<file path="src/sv/rrs_ram.sv">
`timescale 1ns / 1ps
module rrs_ram #(
  parameter int WIDTH = 32,
  parameter int DEPTH = 64
) (
  input  logic                     clk,
  input  logic                     we,
  input  logic [$clog2(DEPTH)-1:0] waddr,
  input  logic [WIDTH-1:0]         wdata,
  input  logic [$clog2(DEPTH)-1:0] raddr,
  output logic [WIDTH-1:0]         rdata
);

  logic [WIDTH-1:0] mem [DEPTH];

  // Write one word, read one word with registered output
  always_ff @(posedge clk) begin
    if (we) begin
      mem[waddr] <= wdata;
    end
    rdata <= mem[raddr];
  end

endmodule

</file>
<file path="config.mk">
export PLATFORM = sky130hd
export DESIGN_NAME = rrs_ram
export DESIGN_NICKNAME = d
export VERILOG_FILES = /design/src/sv/rrs_ram.sv
export SDC_FILE = /design/constraint.sdc
export NUM_CORES = 2
export LEC_CHECK = 0
export BUFFER_PORTS_ARGS = -buffer_cell sky130_fd_sc_hd__buf_4
export CAP_MARGIN = 0
export CORE_MARGIN = 2
export CORE_UTILIZATION = 60
export CTS_BUF_LIST = sky130_fd_sc_hd__clkbuf_4
export DETAILED_ROUTE_END_ITERATION = 6
export PLACE_DENSITY = 0.79
export SLEW_MARGIN = 20
export SYNTH_ARGS = -nofsm -noshare
export SYNTH_HDL_FRONTEND = slang
export SYNTH_SLANG_ARGS = --single-unit
export TNS_END_PERCENT = 100
</file>
<file path="constraint.sdc">
create_clock -name clk -period 9.5 [get_ports clk]
set_input_delay 1.9 -clock clk [delete_from_list [all_inputs] [get_ports clk]]
set_output_delay 1.9 -clock clk [all_outputs]
set_load 0.02 [all_outputs]
</file>
==> qor.yml <==
required_ns: 7.60
flow.area_growth_from_synthesis_pct: 11.83
synth_top_cell_by_area: "sky130_fd_sc_hd__edfxtp_1"
ys_types: 34
synthMostInstantiatedCell: "sky130_fd_sc_hd__edfxtp_1"
crit_path_max_fanout: 1
ratio_of_cells_with_drive_above_1_in_the_final_layout_pct: 36.35
grt_pass1_vias: 39858
global_route.peak_usage_layer: "met2"
start_util_pct: 60.56
detail_route.iter0.violations: 6241
route.antenna.remaining_nets: 0
placed_instance_area_um2: 81700
fin_nets: 3852
layout_min_cycle_time_ns: 4.149
fp-row-count: 132
finalSetupViolCount: 0
netlist_top_cells_area: "sky130_fd_sc_hd__edfxtp_1, sky130_fd_sc_hd__mux4_2, sky130_fd_sc_hd__mux2i_1, sky130_fd_sc_hd__dfxtp_1, sky130_fd_sc_hd__o22ai_1"
grt_max_degree: 128
cts_tree: "built"
core_um2: 129600
synthCells: 3324
run_status: "completed"
syn_area_per_cell_um2: 23.62
leakage_power_of_the_design_nw: 27.89
setup_repair_after_global_routing_missed_its_margin: "no"
synth_top_area_share_pct: 78.33
die_height_um: 365.7
cp_slowest_cell: "sky130_fd_sc_hd__dfxtp_1"
p_comb_share_pct: 5.0
regToRegEndpoint: "rdata[18]"
worst_ep_arrival_time_ns: 2.25
grt_overflow: 0
criticalPathCategory: "flop to primary output"
globalRouteMet1Util_pct: 40.25
cell_internal_pwr_mw: 14.02
wl_cell_um: 32.19
finalSetupTns_ns: 0
holdPathStages: 4
global_route.usage.met3_pct: 6.399
clock_insertion_delay_worst_skew_ns: 1.36
ys_async_sr_fraction_pct: 0
hold_path_end: "rdata[4]"
post_synth_most_frequent_cells: "sky130_fd_sc_hd__edfxtp_1, sky130_fd_sc_hd__mux4_2, sky130_fd_sc_hd__nor2_1, sky130_fd_sc_hd__mux2i_1, sky130_fd_sc_hd__o22ai_1"
boundaryPins: 78
floorplan.die_area_um2: 133800
seq_power_share_pct: 56.7
cts_resized: 0
synth.yosys.warnings: 0
layout_setup_ws_ns: 5.351
maxSlewViolCount: 0
r2r_slack_ns: 7.20
path_buf_inv: 1
start_kind: "flop"
timing.critical_path.slowest_cell_delay_ns: 0.66
placement.setup.worst_slack_ns: 4.024
achievable-frequency_mhz: 241.0
cts_clock_pin_slew_for_the_worst_setup_and_hold_paths_ns: 0.07
synthesis.area_um2: 78520
io_buffer_count: 77
timing.max_slew.rel_slack_pct: 29.12
worst_tran_pin_value_ns: 1.063
htree_levels: 5
timing.final.crit_share_pct: 43.68
grt_util_met2_pct: 45.04
hp-start: "mem[12][4]"
post_drt_via_cell_ratio: 6.623
wl_mm: 191.1
mappedNetlistNets: 3370
drc_violations: 0
crit_chain: "buf_4"
post_synthesis_sequential_area_ratio_pct: 79.14
cts.hold.buffers_added: 0
grtUsageTotal_pct: 28.88
vdd.ir_drop.worst_uv: 173.9
clock_tree.root_cell: "sky130_fd_sc_hd__clkbuf_4"
synth.ff_latch_count: 2080
hold_class: "flop to flop"
power.net_switching_mw: 3.974
netSwitchingFraction_pct: 22.08
final_hold_viol_count: 0
cts_buffers: 492
cts.path.max_buffers: 4
die_x_um: 365.7
clock_power_share_pct: 38.3
design_area_um2: 87800
numClockSinks: 2080
global_route_wire_length_before_repair_mm: 274.7
fin_worst_skew_ns: 0.08617
timing.reg2reg.worst_path_depth: 4
max_cap_viol_count: 0
cts_post_setup_buffers_inserted: 0
post-dp-hpwl_mm: 101.8
postSynth.topFlopCell: "sky130_fd_sc_hd__edfxtp_1"
detailroute.via_count: 39333
number_of_detailed_routing_iterations_run_before_antenna_repair: 6
crit_family: "flip-flops"
worst_setup_path_end_kind: "primary output"
synth_enable_flop_cells: 2048
grt_antenna_before_repair: 12
globalplace.congestion: 0.8173
rr_startpoint: "mem[15][18]"
power_density_nw_per_um2: 205.0
## layer usage
layer	vias up	wire [um]
met5	-	10
met4	2	7215
met3	417	24700
met2	3088	92980
met1	20229	66230
li1	15597	-
## worst max-delay path by stage
| stage | startpoint | end | slack, ns | depth (start not counted) |
|---|---|---|---|---|
| after floorplan | waddr[3] | mem[48][0] | 4.44 | 4 |
| after global placement | raddr[0] | rdata[6] | 4.11 | 6 |
| after detailed placement | raddr[0] | rdata[11] | 4.02 | 7 |
| after CTS | rdata[11] | rdata[11] | 5.20 | 1 |
| after global routing | rdata[11] | rdata[11] | 5.26 | 1 |
| final | rdata[11] | rdata[11] | 5.35 | 1 |
## layout by cell type, fill, tap and decap left out, types with 16 or more instances in the layout
master,netlist,final
sky130_fd_sc_hd__clkinv_1,0,133
sky130_fd_sc_hd__o22ai_1,84,84
sky130_fd_sc_hd__mux4_2,544,544
sky130_fd_sc_hd__buf_4,25,158
sky130_fd_sc_hd__nor2_4,0,62
sky130_fd_sc_hd__dfxtp_1,32,32
sky130_fd_sc_hd__edfxtp_1,2048,2048
sky130_fd_sc_hd__nand2_1,26,26
sky130_fd_sc_hd__clkbuf_4,0,709
sky130_fd_sc_hd__diode_2,0,16
sky130_fd_sc_hd__a21oi_1,62,62
sky130_fd_sc_hd__o221ai_1,27,27
sky130_fd_sc_hd__mux2i_1,93,93
sky130_fd_sc_hd__nor2_1,137,74
## registers in the layout, indices dropped and copies added (netlist names)
name and count:
mem 2048, rdata 32
## logic make-up after synthesis
| kind of cell | after synthesis | synth area share, % |
|---|---|---|
| multiplexers | 637 | 16.79 |
| flip-flops | 2080 | 79.14 |
| AO/OA/AOI/OAI | 202 | 1.673 |
| AND/OR/NAND/NOR | 223 | 1.265 |
| buffers and inverters | 182 | 1.128 |
## power groups by stage
stage	clock network, mW	registers (mW)	logic [mW]
after floorplan	0	10.4	0.494
after global placement	0	10.4	0.881
after detailed placement	0	10.4	0.903
after CTS	6.99	10.2	0.905
after global routing	7.45	10.2	0.949
final	6.89	10.2	0.905
## area by class of cell
cell class,instances,area [um^2]
clock inverters,160,737.0
fillers,7710,41850
repair buffers,170,1411
well taps,1742,2180
multi-input cells,1062,15970
clock buffers,709,5323
flip-flops and latches,2080,62140
diodes,16,40.04
## stage by stage
step                      cells  util, %  hold WS [ns]  total power [mW]
after floorplan            3324        -        0.6632             10.89
after CTS                  5923    67.69        0.7697             18.10
after global routing       5935    67.71        0.7983             18.60
after detailed placement   5054    63.02        0.7527             11.31
after global placement     5054    63.02        0.7269             11.28
final                      5939    67.72        0.7646             18.00
No activity file was read; power rests on OpenSTA's default activity.
