**config.mk**
```make
export PLATFORM = sky130hd
export DESIGN_NAME = rrs_front
export DESIGN_NICKNAME = d
export VERILOG_FILES = /design/src/sv/rrs_pkg.sv /design/src/sv/rrs_front.sv
export SDC_FILE = /design/constraint.sdc
export NUM_CORES = 1
export LEC_CHECK = 0
export BUFFER_PORTS_ARGS = -buffer_cell sky130_fd_sc_hd__buf_2
export CORE_MARGIN = 2
export CORE_UTILIZATION = 23
export CTS_CLUSTER_SIZE = 8
export DETAILED_ROUTE_END_ITERATION = 10
export GPL_ROUTABILITY_DRIVEN = 0
export PLACE_DENSITY_LB_ADDON = 0.1
export SYNTH_ARGS = -nofsm -noshare
export SYNTH_HDL_FRONTEND = slang
export SYNTH_SLANG_ARGS = --single-unit
```
**constraint.sdc**
```tcl
create_clock -name clk -period 3.5 [get_ports clk]
set_clock_uncertainty 0.15 [all_clocks]
set_input_delay 0.7 -clock clk [delete_from_list [all_inputs] [get_ports clk]]
set_output_delay 0.7 -clock clk [all_outputs]
set_load 0.1 [all_outputs]
```
**src/sv/rrs_pkg.sv**
```systemverilog
`timescale 1ns / 1ps
package rrs_pkg;

  // Field widths fixed by the interface
  localparam int DATA_W  = 32;
  localparam int DIM_W   = 7;
  localparam int DECAY_W = 17;
  localparam int APB_AW  = 3;
  localparam int APB_DW  = 32;

  // Depths of the command and result queues
  localparam int CMD_DEPTH = 2;
  localparam int RES_DEPTH = 4;

  // Decay of 1.0 in unsigned Q1.16
  localparam logic [DECAY_W-1:0] DECAY_ONE = 17'h10000;

  // Result status codes
  localparam logic STATUS_OK      = 1'b0;
  localparam logic STATUS_LEN_ERR = 1'b1;

  // Register select, taken from the word address
  typedef enum logic {
    REG_DECAY = 1'b0,
    REG_DIM   = 1'b1
  } reg_sel_t;

  // Command from the front end to the back end
  typedef enum logic {
    CMD_RUN   = 1'b0,
    CMD_ERROR = 1'b1
  } cmd_t;

  // Back end status seen by the front end
  typedef struct packed {
    logic clearing;
    logic done;
  } back_stat_t;

  // One result transaction
  typedef struct packed {
    logic [DATA_W-1:0] elem;
    logic              status;
    logic              last;
  } result_t;

endpackage

```
**src/sv/rrs_front.sv**
```systemverilog
`timescale 1ns / 1ps
module rrs_front import rrs_pkg::*; #(
  parameter int MAX_DIM = 64
) (
  input  logic                       clk,
  input  logic                       rst,
  input  logic                       push,
  output logic                       full,
  input  logic                       in_last,
  input  logic [DIM_W-1:0]           active_dim,
  output logic                       buf_we,
  output logic [$clog2(MAX_DIM)-1:0] buf_addr,
  output logic                       cmd_push,
  output cmd_t                       cmd_data,
  input  logic                       cmd_full,
  input  back_stat_t                 back_stat
);

  localparam int AW = $clog2(MAX_DIM);
  localparam int CW = $clog2(MAX_DIM + 2);

  logic [CW-1:0] load_count;
  logic [CW-1:0] count_inc;
  logic          locked;
  logic          accept;
  logic          len_ok;

  // Buffers stay locked while the back end reads them
  assign full   = locked || cmd_full || back_stat.clearing;
  assign accept = push && !full;

  // Count saturates one past the largest dimension
  assign count_inc = (load_count <= CW'(MAX_DIM)) ? load_count + 1'b1 : load_count;
  assign len_ok    = (active_dim == DIM_W'(count_inc)) &&
                     (active_dim <= DIM_W'(MAX_DIM));

  // Store elements that fit, drop the rest
  assign buf_we   = accept && (load_count < CW'(MAX_DIM));
  assign buf_addr = load_count[AW-1:0];

  // Classify the burst on its closing transaction
  assign cmd_push = accept && in_last;
  assign cmd_data = len_ok ? CMD_RUN : CMD_ERROR;

  always_ff @(posedge clk) begin
    if (rst) begin
      load_count <= '0;
      locked     <= 1'b0;
    end else begin
      if (accept) begin
        load_count <= in_last ? '0 : count_inc;
      end
      if (cmd_push && len_ok) begin
        locked <= 1'b1;
      end else if (back_stat.done) begin
        locked <= 1'b0;
      end
    end
  end

endmodule

```
==> metrics.txt <==
Seq/Total Area, Yosys 0.204; Finished Layout Cells 166; CP Class register to output pin; Fmax achieved 0.297 GHz; Synth Flop Type dfxtp_1; worst-path maximum fanout 7; port buffer count 23; drt wl/cell 13.0 um; Hold Fails Final Rpt 0; row count 21; pre-CTS setup slack 0.277 ns; vias in the first global route 717; largest net degree at the start of global routing 15; filler cell count 387; Syn Area/Cell 7.56 um2; layout cells sized above 1 0.300; I/O pin count 24; Leak Pwr 0.383 nW; Area Overhead vs Synth 18.5%; number of max-cap violations 0; synth unique cells 37; Die H 62.5 um; Sink Count 8; via/cell ratio 4.86; mux share of post-synthesis cell area 0.0382; VDD IR max 0.105 mV; core area 0.00331 mm2; synthesis warning total 0; Starting Density 0.237; most frequent cells in the layout buf_2 (22), a21oi_1 (10), nor3_1 (9); Hold WS 0.404 ns; initial antenna violation count 0; pwr dens 229 mW/mm2; arrival time of the worst setup path 2.51 ns; worst-case clock buffer depth 2; final worst path period share 0.961; total negative slack 0 ns; drt total wl 2.16 mm; Synth Area in XOR/XNOR 0.0780; Synth Area in Simple Gates 0.306; Clock Tree Root clkbuf_4; 1st-iter DRT viols 38; CTS tree done; Final setup viols 0; max layer used met4; RSZ-0062 raised after global routing false; Nets 138; wl on met1 1.03 mm; Vias 807; Rel. slew slack 0.677; Post-synth EDFFs 0; grt total ovfl 0; Final HPWL DP 1.71 mm; GRT Resource Usage Total 0.112; complex-gate fraction of the synthesized area 0.201; overall power 214 uW; Hold Path Class register to register; setup ws final 0.136 ns; DR WL met3 123 um; critical path startpoint category register; number of remaining DRC errors 0; placed insts 163; H-Tree Depth 1; Reg clk slew, reported paths 0.06 ns; top post-synthesis cells by area dfxtp_1 (20%), a21oi_1 (6.4%), nor3_1 (5.7%); register area 161 um2; worst-margin pin slew 0.487 ns; Synth Cell Area 786 um2; DIE AREA 0.00390 mm2; share of the synthesized area in the top cell type 0.204; post-route ant nets 0; fraction of the mapped netlist area in adder cells 0.0318; diode count 0; Required @ worst endpoint 2.65 ns; asr flop ratio synth 0; most common cell after layout, fill and taps aside buf_2; largest family of logic cells by synthesized area simple AND/OR/NAND/NOR gates; Die X 62.5 um; Setup crit end kind output pin; Final Slew Violations 0; Post-Syn Nets 120; first-pass GRT wire length 3.39 mm; Gate Count Post-Synth 104; number of buffers created by CTS 3; Synth area leader dfxtp_1; Synth Register Bits 8; status completed; DR WL met2 939 um; worst-skew pair later-pin latency 0.25 ns; Multi-input gate area 519 um2; DRT Pass-1 Iters 4; Min Clock Period, post-route 3.36 ns
## critical path, stage by stage (launching register included)
cell	delay [ns]
dfxtp_1	0.36
inv_1	0.07
ha_1	0.18
or4b_4	0.54
o21a_1	0.24
a21oi_1	0.16
nand3_1	0.13
or3_4	0.41
buf_8	0.18
## through the flow
step / area (um2) / utilization
2_1_floorplan: 786 / -
3_3_place_gp: 892 / 0.269
3_5_place_dp: 892 / 0.269
4_1_cts: 915 / 0.276
5_1_grt: 931 / 0.281
6_report: 931 / 0.281
## path summary, 6_finish.rpt
kind / slack [ns] / endpoint / depth (start not counted) / startpoint
worst min-delay path: 0.40 / load_count[5] / 2 / load_count[5]
worst max-delay path: 0.14 / cmd_data / 8 / load_count[1]
worst max register to register: 1.17 / locked / 7 / load_count[1]
worst min register to register: 0.40 / load_count[5] / 2 / load_count[5]
## metal layers
metal	GRT usage	vias to the layer above
met5	0	-
met4	0.0750	0
met3	0.0216	6
met2	0.160	29
met1	0.152	369
li1	-	403
## power breakdown
group          switching [mW]  internal [mW]
clock network          0.0311         0.0392
registers            0.000832         0.0916
logic                  0.0338         0.0171
total                  0.0657          0.148
## kinds of logic after synthesis
family,after synthesis
and+or+nand+nor,40
AOI/OAI and AO/OA,25
buffers and inverters,19
DFF,8
xor gates and xnor gates,7
muxes,3
adders and majority gates,2
## flip-flops by register name, indices dropped and copies added, names as in the netlist
register,cells
load_count,7
locked,1
## synth_stat cells (2+ instances only)
cell type / count
a21oi_1: 10
nor3_1: 9
dfxtp_1: 8
nor2_1: 7
buf_4: 6
inv_1: 6
o21ai_0: 6
nand3_1: 5
nor2b_1: 4
xor2_1: 4
a31oi_1: 3
mux2i_1: 3
xnor2_1: 3
buf_2: 2
buf_6: 2
clkbuf_1: 2
ha_1: 2
nand2b_1: 2
or3_1: 2
## repair_timing
action / 4_1_cts / 5_1_grt
resized for setup: 0 / 6
hold buffers: 0 / 0
setup endpoints to repair: 0 / 1
buffers inserted: 0 / 0
## final cells by class
type                    instances  share of cell area
inverters                       6              0.0242
multi-input cells              77               0.558
clock buffers                   3              0.0242
repair buffers                 26               0.159
flip-flops and latches          8               0.173
well taps                      46              0.0618
Note: power is estimated with default switching activity, not from simulation.
