File: src/sv/rrs_fifo.sv
`timescale 1ns / 1ps
module rrs_fifo #(
  parameter int WIDTH = 8,
  parameter int DEPTH = 2
) (
  input  logic             clk,
  input  logic             rst,
  input  logic             push,
  input  logic [WIDTH-1:0] wdata,
  output logic             full,
  input  logic             pop,
  output logic [WIDTH-1:0] rdata,
  output logic             empty
);

  localparam int AW   = $clog2(DEPTH);
  localparam int CNTW = $clog2(DEPTH + 1);

  logic [WIDTH-1:0] mem [DEPTH];
  logic [AW-1:0]    wr_ptr;
  logic [AW-1:0]    rd_ptr;
  logic [CNTW-1:0]  count;
  logic             do_push;
  logic             do_pop;

  assign full    = (count == CNTW'(DEPTH));
  assign empty   = (count == '0);
  assign do_push = push && !full;
  assign do_pop  = pop && !empty;
  assign rdata   = mem[rd_ptr];

  // Store an entry on push
  always_ff @(posedge clk) begin
    if (do_push) begin
      mem[wr_ptr] <= wdata;
    end
  end

  // Advance pointers and occupancy
  always_ff @(posedge clk) begin
    if (rst) begin
      wr_ptr <= '0;
      rd_ptr <= '0;
      count  <= '0;
    end else begin
      if (do_push) begin
        wr_ptr <= (wr_ptr == AW'(DEPTH - 1)) ? '0 : wr_ptr + 1'b1;
      end
      if (do_pop) begin
        rd_ptr <= (rd_ptr == AW'(DEPTH - 1)) ? '0 : rd_ptr + 1'b1;
      end
      count <= count + CNTW'(do_push) - CNTW'(do_pop);
    end
  end

endmodule

File: config.mk
export PLATFORM = sky130hd
export DESIGN_NAME = rrs_fifo
export DESIGN_NICKNAME = d
export VERILOG_FILES = /design/src/sv/rrs_fifo.sv
export SDC_FILE = /design/constraint.sdc
export NUM_CORES = 1
export LEC_CHECK = 0
export BUFFER_PORTS_ARGS = -buffer_cell sky130_fd_sc_hd__clkbuf_2
export CORE_MARGIN = 3
export CORE_UTILIZATION = 52
export DETAILED_ROUTE_END_ITERATION = 16
export GPL_TIMING_DRIVEN = 0
export PLACE_DENSITY_LB_ADDON = 0.3
export SYNTH_ARGS = -nofsm -noshare
export SYNTH_HDL_FRONTEND = slang
export SYNTH_SLANG_ARGS = --single-unit
File: constraint.sdc
create_clock -name clk -period 2.28 [get_ports clk]
set_input_delay 0 -clock clk [delete_from_list [all_inputs] [get_ports clk]]
set_output_delay 0 -clock clk [all_outputs]
set_load 0.02 [all_outputs]
==> metrics list <==
- Outcome: complete, no violations
* Vias in the first global route: 543
- During synthesis, Yosys emitted a total of 0 warnings.
- Floorplan die area: 2070 sq um
* Clk Latency, worst-skew pair: 0.30 ns
* Number of iterations in the first detailed-routing pass: 2
* Predominant post-synthesis flop cell: sky130_fd_sc_hd__edfxtp_1
- Maximum number of pins on one net before global-route repair: 13
- Setup slack at placement: 0.664 ns
- The die is 45.5 microns tall.
- FF+latch count, synth: 21
* Reported max-cap violation count: 0
- The initialized floorplan defines 13 standard-cell rows.
- Routability-driven placement finished with a final weighted congestion of 0.656.
- The hold violation total from the final report came to 0.
- Leading post-synthesis cells by cell area: sky130_fd_sc_hd__edfxtp_1 (59%), sky130_fd_sc_hd__dfxtp_1 (12%), sky130_fd_sc_hd__mux2_1 (6.9%)
- The die is 45.5 microns wide.
* Design Area, Final: 1050 sq um
- Placed instance area: 935 sq um
* Area of the multi-input gates: 210 sq um
- In the global route stage, overall resource usage came out at 0.158.
- TritonCTS built the clock tree.
- Adding up every negative setup slack in the final design gives 0 ns.
* Reg clk slew, reported paths: 0.12 ns
- Counting the fill cells in the layout gives 93.
- Sequential share of the synthesized area: 0.716
- After synthesis, the mean cell area works out to 15.6 sq um.
- In this run the tool buffered the top-level ports with 21 buffer cells.
- Number of inserted diodes: 0
- Initial antenna violation count: 0
- In this run the worst setup path terminates at count[1].
* Pwr dens: 1050 nW/um^2
- STA classifies the critical path endpoint as a flip-flop.
* Post-synth net total: 66
- STA puts the critical path data required time at 2.51 ns.
* Maximum count of clock buffers along a single path: 2
- sky130_fd_sc_hd__edfxtp_1 takes more of the synthesized area than any other cell.
- Number of post-CTS setup repair buffers: 0
* HPWL reported at the end of detailed placement: 993 microns
- Core region area: 1380 sq um
- FF/Latch Area: 581 sq um
- Routed wire length: 1380 microns
* Endpoint of the lowest-slack register-to-register path: count[1]
- Data arrival time at the worst-slack endpoint: 1.84 ns
- Summing over every cut layer, the via total after detailed routing is 495.
- In this run the number of H-tree levels came out at 1.
- Yosys top cell area share: 0.593
- Max Clk Rate: 0.620 GHz
* Worst ir drop on vdd: 0.699 mV
- Among all cell types in the netlist, the one instantiated most often is sky130_fd_sc_hd__edfxtp_1.
- The area growth from synthesis to layout is 29.8%.
- Worst slew margin relative to its limit: 0.788
* Initial cell density of the core: 0.586
* Startpoint type of the worst setup path: flip-flop
* Remaining DRCs: 0
* Worst setup skew after layout: 0.00687 ns
* Share of the clock period used by the worst path after layout: 0.707
- In this run the critical register-to-register path is launched from count[1].
- The share of total power dissipated in sequential elements is 0.477.
- Relative contribution of combinational cells to total power: 0.367
- Setup violation total in the final timing report: 0
* Transition time of the tightest slew-check pin: 0.318 ns
* Net switching power: 374 uW
- The net count of the finished layout is 101.
- Leak Pwr: 0.000452 uW
- The tree is rooted in a sky130_fd_sc_hd__clkbuf_4.
* Global-route wire length before repair: 2260 microns
- Global routing finished with a remaining overflow of 0.
* Number of clock buffers inserted by TritonCTS: 3
- DRT iter0 DRCs: 8
- In the final layout, the share of cells above drive strength 1 is 0.384.
- The worst setup path is of the reg -> reg kind.
- The count of nets left with antenna violations once routing finished came out at 0.
* Vias per inst: 4.90
* Proportion of register bits with asynchronous set or reset after synthesis: 0
* Post-synth cell types: 21
* Switching share of power: 0.339
- After detailed routing, the average wire length per cell comes to 13.6 microns.
* Logic depth of the worst register-to-register path: 7
* PnR worst setup slack: 0.668 ns
- Classification of the worst-slack hold path: in -> reg
- Resized Gates After CTS: 0
- In this run the register-to-register setup slack is 0.67 ns.
* Count of mapped cells out of synthesis: 52
* Clock Sinks: 21
* Max FO, Critical Path: 5
- Summed instance area of the synthesized netlist: 811 sq um
* Fraction of power consumed by the clock network: 0.157
- Hold-fix buffers, CTS: 9
- Start point of the critical path: count[1]
- Setup repair after global routing left no endpoint under its margin.
- Count of pins on the block boundary: 22
* Leading cell types by count after synthesis: sky130_fd_sc_hd__edfxtp_1 (16), sky130_fd_sc_hd__dfxtp_1 (5), sky130_fd_sc_hd__mux2_1 (5)
- The number of pins exceeding their max-slew limit in the final report came to 0.
- The smallest clock period supported by the final layout is computed as 1.61 ns.
- The internal power of the cells totals 729 uW.
- In this run, synthesis inferred 16 flip-flops with an integrated enable.
==> logic make-up (layout without fill, tap and decap cells) <==
family                   after synthesis  count (layout)  synth area share
flip-flops                            21              21             0.716
AND/OR/NAND/NOR                       11              11            0.0725
multiplexers                           8               8             0.111
buffers and inverters                  5              39            0.0247
AO/OA/AOI/OAI                          3               3            0.0231
adder cells (fa/ha/maj)                2               2            0.0309
XOR/XNOR                               2               2            0.0216
==> state kept, by name (all words and copies together), names as in the netlist, named ones only <==
register / count
mem: 16
count: 2
rd_ptr: 1
wr_ptr: 1
==> per-stage QoR <==
| step | hold slack (ns) | util | cells | power, uW |
|---|---|---|---|---|
| floorplan | 0.0691 | - | 52 | 813 |
| global placement | 0.190 | 0.676 | 88 | 912 |
| detailed placement | 0.195 | 0.676 | 88 | 933 |
| CTS | 0.0703 | 0.761 | 101 | 1110 |
| global route | 0.0951 | 0.761 | 101 | 1180 |
| finish | 0.0804 | 0.761 | 101 | 1100 |
==> worst max-delay path, stage by stage (launching register included) <==
cell,delay (ns)
sky130_fd_sc_hd__dfxtp_1,0.37
sky130_fd_sc_hd__o21a_2,0.24
sky130_fd_sc_hd__ha_1,0.29
sky130_fd_sc_hd__inv_1,0.04
sky130_fd_sc_hd__ha_1,0.18
sky130_fd_sc_hd__xor2_1,0.15
sky130_fd_sc_hd__and2_1,0.15
sky130_fd_sc_hd__nor3_1,0.11
==> final cells by class <==
type | instances | area share
plain buffers | 1 | 0.00476
clock buffers | 3 | 0.0214
clock inverters | 1 | 0.00476
inverters | 4 | 0.0143
multi-input cells | 26 | 0.200
flip-flops and latches | 21 | 0.552
well taps | 15 | 0.0178
repair buffers | 30 | 0.185
==> layer usage <==
metal	global-route usage	routed length (microns)	vias to the layer above
met5	0	0	-
met4	0.0819	15	0
met3	0.0356	74	2
met2	0.273	740	18
met1	0.180	547	223
li1	-	-	252
==> power by group through the flow <==
stage	Sequential, uW	Clock, uW	Combinational (uW)
2_1_floorplan	526	0	287
3_3_place_gp	531	0	382
3_5_place_dp	535	0	398
4_1_cts	527	176	412
5_1_grt	534	195	448
6_report	526	173	404
==> layout by cell type, fill, tap and decap left out, drive strengths merged <==
master / n
o21a: 1
nor3: 1
a21oi: 1
buf: 1
edfxtp: 16
or3: 1
o21ai: 1
and3: 1
nor2b: 1
dlygate4sd3: 9
xor2: 1
mux2: 8
clkinv: 1
nor2: 4
xnor2: 1
dfxtp: 5
ha: 2
nand2: 1
clkbuf: 24
nand2b: 1
inv: 4
and2: 1
==> worst min-delay path by stage <==
stage                        start         to  slack (ns)  depth (start not counted)
after floorplan                rst     wr_ptr        0.07                          1
after global placement    wdata[4]  mem[0][4]        0.19                          1
after detailed placement  wdata[2]  mem[0][2]        0.20                          1
after CTS                     push     wr_ptr        0.07                          4
after global routing          push     wr_ptr         0.1                          4
final                         push     wr_ptr        0.08                          4
(Power assumes the default switching activity.)
